==> src/rtl/jps_pkg.sv <==
// jump point search step: shared types, codes and command/status bundles
// no dependencies; used by every other file of the block but the two interfaces
`default_nettype none

package jps_pkg;

    // coordinates during a scan, wide enough for one step off a 127-cell grid
    typedef logic signed [8:0] t_coord;
    typedef logic signed [1:0] t_dir;

    typedef enum logic [3:0] {
        S_IDLE,
        S_DISPATCH,
        S_SPROBE,
        S_SWAIT,
        S_SEVAL,
        S_DPROBE,
        S_DWAIT,
        S_DEVAL,
        S_NPROBE,
        S_NWAIT,
        S_NBUILD,
        S_EMIT,
        S_RESULT
    } t_state;

    // which probe pattern the datapath applies
    typedef enum logic [1:0] {
        PK_SCAN,
        PK_DIAG,
        PK_NBR
    } t_probe;

    // straight scan start point
    typedef enum logic [1:0] {
        SI_NONE,
        SI_MAIN,
        SI_HORZ,
        SI_VERT
    } t_sinit;

    // role of the running straight scan
    typedef enum logic [1:0] {
        SUB_MAIN,
        SUB_HORZ,
        SUB_VERT
    } t_sub;

    // result source for the output register
    typedef enum logic [1:0] {
        RS_NONE,
        RS_SCAN,
        RS_DIAG,
        RS_LIST
    } t_rsel;

    localparam logic [1:0] MODE_WRITE = 2'd0;
    localparam logic [1:0] MODE_JUMP  = 2'd1;
    localparam logic [1:0] MODE_NBR   = 2'd2;
    localparam logic [1:0] MODE_SKIP  = 2'd3;

    localparam logic [1:0] REG_GOAL_X = 2'd0;
    localparam logic [1:0] REG_GOAL_Y = 2'd1;
    localparam logic [1:0] REG_GRID_W = 2'd2;
    localparam logic [1:0] REG_GRID_H = 2'd3;

    localparam logic [2:0] SCAN_LAST = 3'd4;
    localparam logic [2:0] DIAG_LAST = 3'd6;
    localparam logic [2:0] NBR_LAST  = 3'd3;
    localparam int         MAX_NBR   = 5;

    typedef struct packed {
        logic [5:0] goal_x;
        logic [5:0] goal_y;
        logic [6:0] grid_w;
        logic [6:0] grid_h;
    } t_cfg;

    typedef struct packed {
        logic       load;
        logic       wr;
        logic       probe_en;
        t_probe     probe_kind;
        logic [2:0] probe_idx;
        t_sinit     scan_init;
        logic       scan_step;
        logic       diag_step;
        logic       build;
        logic       out_load;
        t_rsel      res_sel;
        logic [2:0] emit_idx;
    } t_cmd;

    typedef struct packed {
        logic [1:0] mode;
        logic       dir_zero;
        logic       dir_diag;
        logic       open0;
        logic       s_goal;
        logic       corner;
        logic       s_zero;
        logic       d_goal;
        logic       d_step;
        logic [2:0] lcnt;
        logic       out_free;
    } t_status;

endpackage

`default_nettype wire

==> src/rtl/jps_ctrl.sv <==
// controller: sequences map probes, scan evaluation and result emission
// depends on jps_pkg
`default_nettype none

module jps_ctrl (
    input  logic             i_clk,
    input  logic             i_rst_n,
    input  logic             i_in_valid,
    output logic             o_in_ready,
    input  jps_pkg::t_status i_status,
    output jps_pkg::t_cmd    o_cmd
);

    jps_pkg::t_state r_state, n_state;
    logic [2:0]      r_cnt, n_cnt, r_emit, n_emit;
    jps_pkg::t_sub   r_sub, n_sub;
    jps_pkg::t_rsel  r_rsel, n_rsel;

    logic s_fail, s_hit;

    // straight scan verdict at the current cell
    assign s_fail = !i_status.open0 || (!i_status.s_goal && i_status.s_zero);
    assign s_hit  = i_status.s_goal || i_status.corner;

    // next state
    always_comb begin
        n_state = r_state;
        n_cnt   = r_cnt;
        n_sub   = r_sub;
        n_rsel  = r_rsel;
        n_emit  = r_emit;
        unique case (r_state)
            jps_pkg::S_IDLE: begin
                if (i_in_valid) n_state = jps_pkg::S_DISPATCH;
            end
            jps_pkg::S_DISPATCH: begin
                n_cnt = 3'd0;
                priority if (i_status.mode == jps_pkg::MODE_WRITE) begin
                    n_state = jps_pkg::S_IDLE;
                end else if (i_status.mode == jps_pkg::MODE_JUMP) begin
                    n_sub   = jps_pkg::SUB_MAIN;
                    n_state = i_status.dir_diag ? jps_pkg::S_DPROBE : jps_pkg::S_SPROBE;
                end else if (i_status.mode == jps_pkg::MODE_NBR) begin
                    n_rsel  = jps_pkg::RS_NONE;
                    n_state = i_status.dir_zero ? jps_pkg::S_RESULT : jps_pkg::S_NPROBE;
                end else begin
                    n_state = jps_pkg::S_IDLE;
                end
            end
            jps_pkg::S_SPROBE: begin
                if (r_cnt == jps_pkg::SCAN_LAST) begin
                    n_cnt   = 3'd0;
                    n_state = jps_pkg::S_SWAIT;
                end else begin
                    n_cnt = r_cnt + 3'd1;
                end
            end
            jps_pkg::S_SWAIT: n_state = jps_pkg::S_SEVAL;
            jps_pkg::S_SEVAL: begin
                priority if (s_fail) begin
                    unique case (r_sub)
                        jps_pkg::SUB_HORZ: begin
                            n_sub   = jps_pkg::SUB_VERT;
                            n_state = jps_pkg::S_SPROBE;
                        end
                        jps_pkg::SUB_VERT: begin
                            if (i_status.d_step) begin
                                n_state = jps_pkg::S_DPROBE;
                            end else begin
                                n_rsel  = jps_pkg::RS_NONE;
                                n_state = jps_pkg::S_RESULT;
                            end
                        end
                        default: begin
                            n_rsel  = jps_pkg::RS_NONE;
                            n_state = jps_pkg::S_RESULT;
                        end
                    endcase
                end else if (s_hit) begin
                    n_rsel  = (r_sub == jps_pkg::SUB_MAIN) ? jps_pkg::RS_SCAN
                                                           : jps_pkg::RS_DIAG;
                    n_state = jps_pkg::S_RESULT;
                end else begin
                    n_state = jps_pkg::S_SPROBE;
                end
            end
            jps_pkg::S_DPROBE: begin
                if (r_cnt == jps_pkg::DIAG_LAST) begin
                    n_cnt   = 3'd0;
                    n_state = jps_pkg::S_DWAIT;
                end else begin
                    n_cnt = r_cnt + 3'd1;
                end
            end
            jps_pkg::S_DWAIT: n_state = jps_pkg::S_DEVAL;
            jps_pkg::S_DEVAL: begin
                priority if (!i_status.open0) begin
                    n_rsel  = jps_pkg::RS_NONE;
                    n_state = jps_pkg::S_RESULT;
                end else if (i_status.d_goal || i_status.corner) begin
                    n_rsel  = jps_pkg::RS_DIAG;
                    n_state = jps_pkg::S_RESULT;
                end else begin
                    n_sub   = jps_pkg::SUB_HORZ;
                    n_state = jps_pkg::S_SPROBE;
                end
            end
            jps_pkg::S_NPROBE: begin
                if (r_cnt == jps_pkg::NBR_LAST) begin
                    n_cnt   = 3'd0;
                    n_state = jps_pkg::S_NWAIT;
                end else begin
                    n_cnt = r_cnt + 3'd1;
                end
            end
            jps_pkg::S_NWAIT: n_state = jps_pkg::S_NBUILD;
            jps_pkg::S_NBUILD: begin
                n_emit  = 3'd0;
                n_state = jps_pkg::S_EMIT;
            end
            jps_pkg::S_EMIT: begin
                if (i_status.out_free) begin
                    if (i_status.lcnt == 3'd0 || r_emit == i_status.lcnt - 3'd1) begin
                        n_state = jps_pkg::S_IDLE;
                    end else begin
                        n_emit = r_emit + 3'd1;
                    end
                end
            end
            jps_pkg::S_RESULT: begin
                if (i_status.out_free) n_state = jps_pkg::S_IDLE;
            end
            default: n_state = jps_pkg::S_IDLE;
        endcase
    end

    // commands
    always_comb begin
        o_cmd            = '0;
        o_cmd.probe_kind = jps_pkg::PK_SCAN;
        o_cmd.scan_init  = jps_pkg::SI_NONE;
        o_cmd.res_sel    = jps_pkg::RS_NONE;
        o_cmd.probe_idx  = r_cnt;
        o_cmd.emit_idx   = r_emit;
        o_in_ready       = (r_state == jps_pkg::S_IDLE);
        unique case (r_state)
            jps_pkg::S_IDLE: o_cmd.load = i_in_valid;
            jps_pkg::S_DISPATCH: begin
                o_cmd.wr = (i_status.mode == jps_pkg::MODE_WRITE);
                if (i_status.mode == jps_pkg::MODE_JUMP && !i_status.dir_diag) begin
                    o_cmd.scan_init = jps_pkg::SI_MAIN;
                end
            end
            jps_pkg::S_SPROBE: o_cmd.probe_en = 1'b1;
            jps_pkg::S_DPROBE: begin
                o_cmd.probe_en   = 1'b1;
                o_cmd.probe_kind = jps_pkg::PK_DIAG;
            end
            jps_pkg::S_NPROBE: begin
                o_cmd.probe_en   = 1'b1;
                o_cmd.probe_kind = jps_pkg::PK_NBR;
            end
            jps_pkg::S_SEVAL: begin
                priority if (s_fail) begin
                    if (r_sub == jps_pkg::SUB_HORZ) begin
                        o_cmd.scan_init = jps_pkg::SI_VERT;
                    end else if (r_sub == jps_pkg::SUB_VERT && i_status.d_step) begin
                        o_cmd.diag_step = 1'b1;
                    end
                end else if (s_hit) begin
                    o_cmd.scan_step = 1'b0;
                end else begin
                    o_cmd.scan_step = 1'b1;
                end
            end
            jps_pkg::S_DEVAL: begin
                if (i_status.open0 && !i_status.d_goal && !i_status.corner) begin
                    o_cmd.scan_init = jps_pkg::SI_HORZ;
                end
            end
            jps_pkg::S_NBUILD: o_cmd.build = 1'b1;
            jps_pkg::S_EMIT: begin
                o_cmd.out_load = i_status.out_free;
                o_cmd.res_sel  = (i_status.lcnt == 3'd0) ? jps_pkg::RS_NONE
                                                         : jps_pkg::RS_LIST;
            end
            jps_pkg::S_RESULT: begin
                o_cmd.out_load = i_status.out_free;
                o_cmd.res_sel  = r_rsel;
            end
            default: ;
        endcase
    end

    // state registers
    always_ff @(posedge i_clk) begin
        if (!i_rst_n) begin
            r_state <= jps_pkg::S_IDLE;
            r_cnt   <= 3'd0;
            r_emit  <= 3'd0;
            r_sub   <= jps_pkg::SUB_MAIN;
            r_rsel  <= jps_pkg::RS_NONE;
        end else begin
            r_state <= n_state;
            r_cnt   <= n_cnt;
            r_emit  <= n_emit;
            r_sub   <= n_sub;
            r_rsel  <= n_rsel;
        end
    end

    // checks
    a_load_free: assert property (@(posedge i_clk) disable iff (!i_rst_n)
        o_cmd.out_load |-> i_status.out_free)
        else $error("result loaded into a busy output register");

    a_no_zero_step: assert property (@(posedge i_clk) disable iff (!i_rst_n)
        o_cmd.scan_step |-> !i_status.s_zero)
        else $error("straight scan stepped with zero direction");

    a_emit_range: assert property (@(posedge i_clk) disable iff (!i_rst_n)
        (r_state == jps_pkg::S_EMIT && i_status.lcnt != 3'd0)
            |-> (r_emit < i_status.lcnt))
        else $error("neighbor emit index past list end");

    a_probe_done: assert property (@(posedge i_clk) disable iff (!i_rst_n)
        (r_state == jps_pkg::S_SEVAL || r_state == jps_pkg::S_DEVAL)
            |-> $past(r_state == jps_pkg::S_SWAIT || r_state == jps_pkg::S_DWAIT))
        else $error("evaluation without the wait for the last probe");

endmodule

`default_nettype wire

==> config.mk <==
export PLATFORM = sky130hd
export DESIGN_NAME = jps_ctrl
export DESIGN_NICKNAME = d
export VERILOG_FILES = /design/src/rtl/jps_pkg.sv /design/src/rtl/jps_ctrl.sv
export SDC_FILE = /design/constraint.sdc
export NUM_CORES = 1
export LEC_CHECK = 0
export ABC_AREA = 1
export BUFFER_PORTS_ARGS = -buffer_cell sky130_fd_sc_hd__buf_4
export CORE_MARGIN = 2
export CORE_UTILIZATION = 59
export CTS_BUF_LIST = sky130_fd_sc_hd__clkbuf_4 sky130_fd_sc_hd__clkbuf_8
export DETAILED_ROUTE_END_ITERATION = 7
export PLACE_DENSITY_LB_ADDON = 0.2
export SYNTH_ARGS = -nofsm -noshare
export SYNTH_HDL_FRONTEND = slang
export SYNTH_SLANG_ARGS = --single-unit
export TNS_END_PERCENT = 1
==> constraint.sdc <==
create_clock -name i_clk -period 2.3 [get_ports i_clk]
set_clock_uncertainty 0.15 [all_clocks]
set_input_delay 0.23 -clock i_clk [delete_from_list [all_inputs] [get_ports i_clk]]
set_output_delay 0.23 -clock i_clk [all_outputs]
set_load 0.01 [all_outputs]
Word level (Yosys, flattened, before mapping)
Index checks and enable logic that the tools add are counted.
- add/sub/neg operators: 3
- equality and inequality tests: 40
- mux-type cells: 62
- reductions and logical operators: 26
- operators with widths (cell ; number):
    $mux 4 ; 15
    $pmux 4 s13 ; 1
    $mux 2 ; 20
    $ne 2x2->1 const B ; 16
    $mux 3 ; 7
    $eq 4x4->1 const B ; 5
    $pmux 2 s3 ; 3
    $eq 4x3->1 const B ; 4
    $reduce_and 7->1 ; 2
    $pmux 3 s2 ; 2
    $pmux 3 s4 ; 1
    $mux 1 ; 10
    $ne 3x3->1 const B ; 3
    $eq 4x2->1 const B ; 2
    $pmux 2 s2 ; 2
    $pmux 4 s2 ; 1
    $reduce_and 8->1 ; 1
    $add 3x1->3 const B ; 2
    $eq 3x3->1 const B ; 2
    $logic_and 1x1->1 ; 5
    $logic_not 1->1 ; 5
    $eq 2x1->1 const B ; 2
    $eq 2x2->1 const B ; 2
    $eq 4x1->1 const B ; 1
    13 further kinds ; 17
- flip-flop bits (word level): 14
- bits of input ports: 17
- output and inout bits: 20
- logic and storage cells: 136

Logic depth before layout (Yosys ltp)
Gate-level depths: netlist of the first run.
- depth in word-level cells: 6
- mapped depth: 11
- gate-level depth less buffers: 11

Least setup slack after synthesis of the first run
OpenSTA, ideal clock, no wires.
- path type: reg2reg
- from: register r_cnt[1]
- to: register r_state[1]
- library setup time: 120 ps
- data arrival time: 1302 ps
- data required time: 2030 ps
- setup slack: 729 ps
- stages on the path, launching flop included: 10
- path buffers: 0
- clock period less this slack: 1571 ps
- path through: dfxtp_1 -> ha_1 -> ha_1 -> inv_1 -> nand3_1 -> nand3_2 -> nor2_2 -> nand2_4 -> nand2_1 -> a21oi_1
- longest elaborated chain between the ends: 3
- elaborated cells on any way between the ends: 7
- classes of those cells: eq/ne: 6; reduce/logical: 1
- RTL lines (element ; line ; text):
    from (decl) ; jps_ctrl.sv:15 ; logic [2:0] r_cnt, n_cnt, r_emit, n_emit;
    from (signal assigned) ; jps_ctrl.sv:205 ; r_cnt <= n_cnt;
    $eq 3x2->1 (tied with other cells) ; jps_ctrl.sv:109 ; if (r_cnt == jps_pkg::NBR_LAST) begin
    $ne 2x2->1 (no line) ; n/a ;
    $reduce_and 7->1 (no line) (*) ; n/a ;
    to (signal assigned) ; jps_ctrl.sv:198 ; r_state <= jps_pkg::S_IDLE;
    to (signal assigned) ; jps_ctrl.sv:204 ; r_state <= n_state;
    to (decl) ; jps_ctrl.sv:14 ; jps_pkg::t_state r_state, n_state;
Every way passes the cells marked *; elsewhere a longest branch is shown, timed or not.
A chain may end at the register's enable or synchronous reset.

==> metrics, run 1 <==
setup TNS=0 ps; Area Overhead vs Synth=24.3%; clk root buf=clkbuf_4; Worst R2R Setup Slack=550 ps; FF-to-FF End=r_rsel[0]; Initial Util=between 60 and 70%; critical path launch point=r_state[1]; Diodes inserted=0; die area=between 2000 and 3000 sq um; via count=1601; VDD IR max=between 0.5 and 0.6 mV; IO buf count=36; Hold-fix buffers, CTS=0; Startpoint Class=register; Total GRT Usage=a little over a quarter; share of cells above drive strength 1=around 23%; Final Hold Fails=0; setup violators final=0; register area share after synthesis=20.4%; CP Capture Type=output port; Leak=roughly 0.00094 uW; Cell Rows=17; initial antenna violation count=0; CTS buffer count=3; clock-pin slew on the worst setup and hold paths=110 ps; Routed WL=~3.4 mm; GRT Residual Overflow=0; detailed placement HPWL=between 2 and 3 mm; total power=between 1000 and 1500 uW; Max FO, Critical Path=10; Routed Antenna Nets=0; cell area power density=roughly 730 nW/um^2; largest area contributor in the netlist=dfxtp_1; top cell type's share of synthesized area=roughly a fifth; clock latency at the later pin of the worst-skew pair=around 300 ps; status=finished, final reports clean; Nets=approximately 310; Critical Path Sink=o_cmd[9]; Via density=between 5 and 6; vias in the first global route=1333; first-pass GRT wire length=~5.6 mm; Post-CTS Setup Repair Bufs=0; 1st-pass router iterations=5; GPL Wtd Cong=roughly 0.93; Post-Synthesis Cells=between 200 and 250; Routed wire per std cell=about 11 um; H-tree depth=1; largest net degree at the start of global routing=11; Residual DRC=0; top post-synthesis cells by area=dfxtp_1 20%, nand2_1 20%, inv_1 10%; Critical Path AT=approximately 1700 ps; CTS resizes=0; number of max-cap violations=0; syn nets=roughly 270; Slew HR=around two thirds; CTS tree=built; worst reg-to-reg path cell count=8; Least-Margin Pin Slew=between 400 and 500 ps; Final period util=91.5%; final core occ=between 70 and 80%; Crit Path Class=register to output port; Synth warnings=0; Syn Area/Cell=approximately 5.7 sq um; DRT iter0 DRCs=82; Worst Path Required=~1900 ps; Max clock buf depth=2; Pins Over Slew Limit=0; die width=52.3 um; Placeable Area=2210 sq um; Crit Reg-Reg Startpoint=r_state[1]; Max Freq=around 480 MHz; RSZ-0062 raised after global routing=no; Seq cells post-synth=14; Hold Crit Class=input pin to register; Hold Crit Start=i_rst_n; final worst path period need=around 2100 ps; I/O Pins=37; cell area after synthesis=1380 sq um; CTS sink cnt=14; library cells used by synthesis=25; die height=52.3 um
[per-layer routing]
| layer | vias up | track usage (%) | wire length [um] |
|---|---|---|---|
| met3 | 12 | 4.86 | 304 |
| met4 | 0 | 10.7 | 83 |
| met5 | - | 0 | 0 |
| met1 | 678 | 35.8 | 1540 |
| li1 | 836 | - | - |
| met2 | 75 | 44.5 | 1500 |
[cell usage after synthesis, drive strengths merged]
cell and instances:
a21boi 1, a21oi 15, a22oi 1, buf 1, clkinv 1, dfxtp 14
ha 8, inv 41, nand2 79, nand3 26, nand3b 2, nand4 3
nor2 39, nor3 2, o21a 1, o21ai 5, o22ai 1, xnor2 1
[how the worst min path moves through the flow]
stage | end | slack (ps) | depth (start not counted)
after global routing | r_emit[1] | 60 | 3
final | r_rsel[1] | 60 | 3
after CTS | r_emit[2] | 50 | 3
after global placement | r_sub[0] | 320 | 2
after detailed placement | r_sub[0] | 330 | 2
after floorplan | r_emit[1] | 200 | 2
[worst max-delay path, cell delays in order, from the launching register on]
cell     delay (ps)
dfxtp_1         400
nor2_2          410
inv_2            90
nor2_4          160
nand3_1         120
o21ai_0         100
buf_4           140
[per-stage QoR]
| step | instance area (sq um) | setup slack, ps | hold WS, ps | cells |
|---|---|---|---|---|
| after floorplan | 1380 | 729 | 201 | 241 |
| after global placement | 1670 | 615 | 322 | 304 |
| after detailed placement | 1670 | 584 | 326 | 304 |
| after CTS | 1710 | 226 | 55.0 | 308 |
| after global routing | 1710 | 100 | 61.2 | 308 |
| final | 1710 | 196 | 57.0 | 308 |
[final cells by class]
class	count	area, sq um
Sequential cell	14	280
Clock buffer	4	36.3
Multi-Input combinational cell	184	930
Fill cell	187	503
Tap cell	28	35.0
Inverter	42	158
Timing Repair Buffer	36	270
[flip-flops by register name, summed over array words and instances, names as in the netlist]
name	cells
r_state	4
r_cnt	3
r_emit	3
r_rsel	2
r_sub	2
[kinds of logic (layout without fill, tap and decap cells)]
group | Yosys count | after routing | share of synthesized area [%]
AOI/OAI and AO/OA | 24 | 24 | 9.37
DFF | 14 | 14 | 20.4
xor gates and xnor gates | 1 | 1 | 0.637
and+or+nand+nor | 151 | 151 | 50.3
adders and majority gates | 8 | 8 | 7.28
buffers and inverters | 43 | 82 | 12.0
[power by group]
group | total [uW] | internal [uW] | switching, uW
logic | 711 | 264 | 448
clock network | 193 | 96.5 | 96.1
registers | 345 | 289 | 55.3
total | 1250 | 650 | 599
[cell usage in the layout (no fill, tap or decap), types with 2 or more instances in the layout]
master,Yosys,layout
nand3_1,22,22
buf_4,1,36
nor3_1,2,2
nor2_1,30,30
nand2_2,6,6
nand3_2,4,4
inv_2,3,3
clkbuf_4,0,3
nand3b_1,2,2
nand4_1,3,3
inv_1,38,38
dfxtp_1,14,14
ha_1,8,8
a21oi_1,15,15
o21ai_0,4,4
nand2_1,72,72
nor2_2,7,7
nor2_4,2,2
Power figures use the tool's default switching activity.
==> run 2, diff against run 1 <==
--- a/config.mk
+++ b/config.mk
@@ -11,6 +11,7 @@
 export CORE_UTILIZATION = 59
 export CTS_BUF_LIST = sky130_fd_sc_hd__clkbuf_4 sky130_fd_sc_hd__clkbuf_8
 export DETAILED_ROUTE_END_ITERATION = 7
+export MAX_ROUTING_LAYER = met4
 export PLACE_DENSITY_LB_ADDON = 0.2
 export SYNTH_ARGS = -nofsm -noshare
 export SYNTH_HDL_FRONTEND = slang
==> metrics, run 2 (synthesis gave the netlist of run 1 again) <==
status=finished, final reports clean; clock latency at the later pin of the worst-skew pair=approximately 300 ps; Top Registers=r_state: 4 flops, r_cnt: 3 flops, r_emit: 3 flops; via count=roughly 1.6k; Max FO, Critical Path=10; largest net degree at the start of global routing=11; Sw Share=48.0%; Fillers=around 190; first-pass GRT wire length=between 5 and 6 mm; I/O Pins=37; Least-Margin Pin Slew=~490 ps; Via density=5.20; clk root buf=clkbuf_4; Max Freq=473 MHz; Area Overhead vs Synth=24.3%; Hold Crit Class=input pin to register; share of cells above drive strength 1=around 23%; RSZ-0062 raised after global routing=no; Final Hold Fails=0; cell area power density=around 730 nW/um^2; VDD IR max=0.590 mV; die height=between 50 and 60 um; detailed placement HPWL=2.73 mm; Total GRT Usage=28.1%; die area=2730 sq um; Reg area=about 280 sq um; DRT iter0 DRCs=76; Routed Antenna Nets=0; Psw=roughly 600 uW; area of the multi-input gates=930 sq um; clock-pin slew on the worst setup and hold paths=110 ps; Slew HR=67.2%; Crit Path Class=register to output port; 1st-pass router iterations=5; Critical Path AT=around 1700 ps; setup violators final=0; Placeable Area=about 2200 sq um; CTS sink cnt=14; Cell Rows=17; Pint=~650 uW; commonest cells after routing, fill and taps aside=72 x nand2_1, 38 x inv_1, 36 x buf_4, 30 x nor2_1, 22 x nand3_1; Routed wire per std cell=between 10 and 15 um; max incr delay on CP=approximately 420 ps; Pins Over Slew Limit=0; DP Worst Slack=roughly 580 ps; Largest register FFs=4; Hold Crit Start=i_rst_n; clock power share=between 10% and 20%; combinational share of power=57.0%; commonest non-fill, non-tap cell in the layout=nand2_1; Top reg by flops=r_state; CP Capture Type=output port; vias in the first global route=roughly 1.3k; Nets=about 310; final worst path period need=between 2000 and 2500 ps; IO buf count=36; Worst Path Required=between 1500 and 2000 ps; GRT Residual Overflow=0; CTS buffer count=3; Residual DRC=0; initial antenna violation count=0; setup TNS=0 ps; Hold-fix buffers, CTS=0; CTS resizes=0; Initial Util=just over 60%; Final WS setup=between 150 and 200 ps; CTS tree=built; number of max-cap violations=0; Final period util=91.8%; Max clock buf depth=2; Diodes inserted=0; Max stage delay cell, worst path=nor2_2; Leak=about 0.00094 uW; Seq pwr share=between 20 and 30%; critical path launch point=r_state[1]; GPL Wtd Cong=approximately 0.95; Startpoint Class=register; Crit Reg-Reg Startpoint=r_state[2]; Routed WL=between 3 and 4 mm; CP Cell Sequence=nor2_2, inv_2, nor2_4, nand3_1, o21ai_0, buf_4; H-tree depth=1; die width=approximately 52 um; Post-CTS Setup Repair Bufs=0
-- run 2: cell counts in the layout (fill, tap and decap cells not counted) --
Identical to the previous run, type by type.
-- run 2: per-layer routing --
metal	vias to the layer above	part of all wire, %	GRT usage [%]
met5	-	0	-
met4	0	1.4	10.7
met3	8	9.7	4.86
met2	81	45	44.5
met1	681	44	36.0
li1	832	-	-
-- run 2: final timing paths --
path                             endpoint  slack (ps)  cells past startpoint
worst max-delay path             o_cmd[9]         190                      6
worst min-delay path            r_rsel[1]          60                      3
worst max register to register  r_rsel[0]         540                      9
worst min register to register   r_sub[0]         340                      2
-- run 2: through the flow --
step           instance area (sq um)  std cells  utilization [%]  hold WS [ps]  power [uW]
2_1_floorplan                   1380        241                -           201         837
3_3_place_gp                    1670        304             75.6           322        1030
3_5_place_dp                    1670        304             75.6           326        1040
4_1_cts                         1710        308             77.3          55.0        1240
5_1_grt                         1710        308             77.3          61.2        1340
6_report                        1710        308             77.3          57.3        1250
-- run 2: power groups by stage --
stage	Sequential (uW)	Clock, uW	Combinational [uW]
2_1_floorplan	338	0	499
3_3_place_gp	347	0	681
3_5_place_dp	349	0	696
4_1_cts	344	191	702
5_1_grt	352	199	789
6_report	345	192	711
-- run 2: critical path: cells and delay by family (launching register included) --
| kind | cells | cell delay [ps] |
|---|---|---|
| simple gates | 3 | 700 |
| flops | 1 | 400 |
| buf+inv | 2 | 230 |
| compound gates | 1 | 100 |
-- run 2: final cells by class --
cell class | count | share of cell area, %
Clock buffer | 4 | 2.12
Inverter | 42 | 9.22
Multi-Input combinational cell | 184 | 54.4
Timing Repair Buffer | 36 | 15.8
Tap cell | 28 | 2.05
Sequential cell | 14 | 16.4
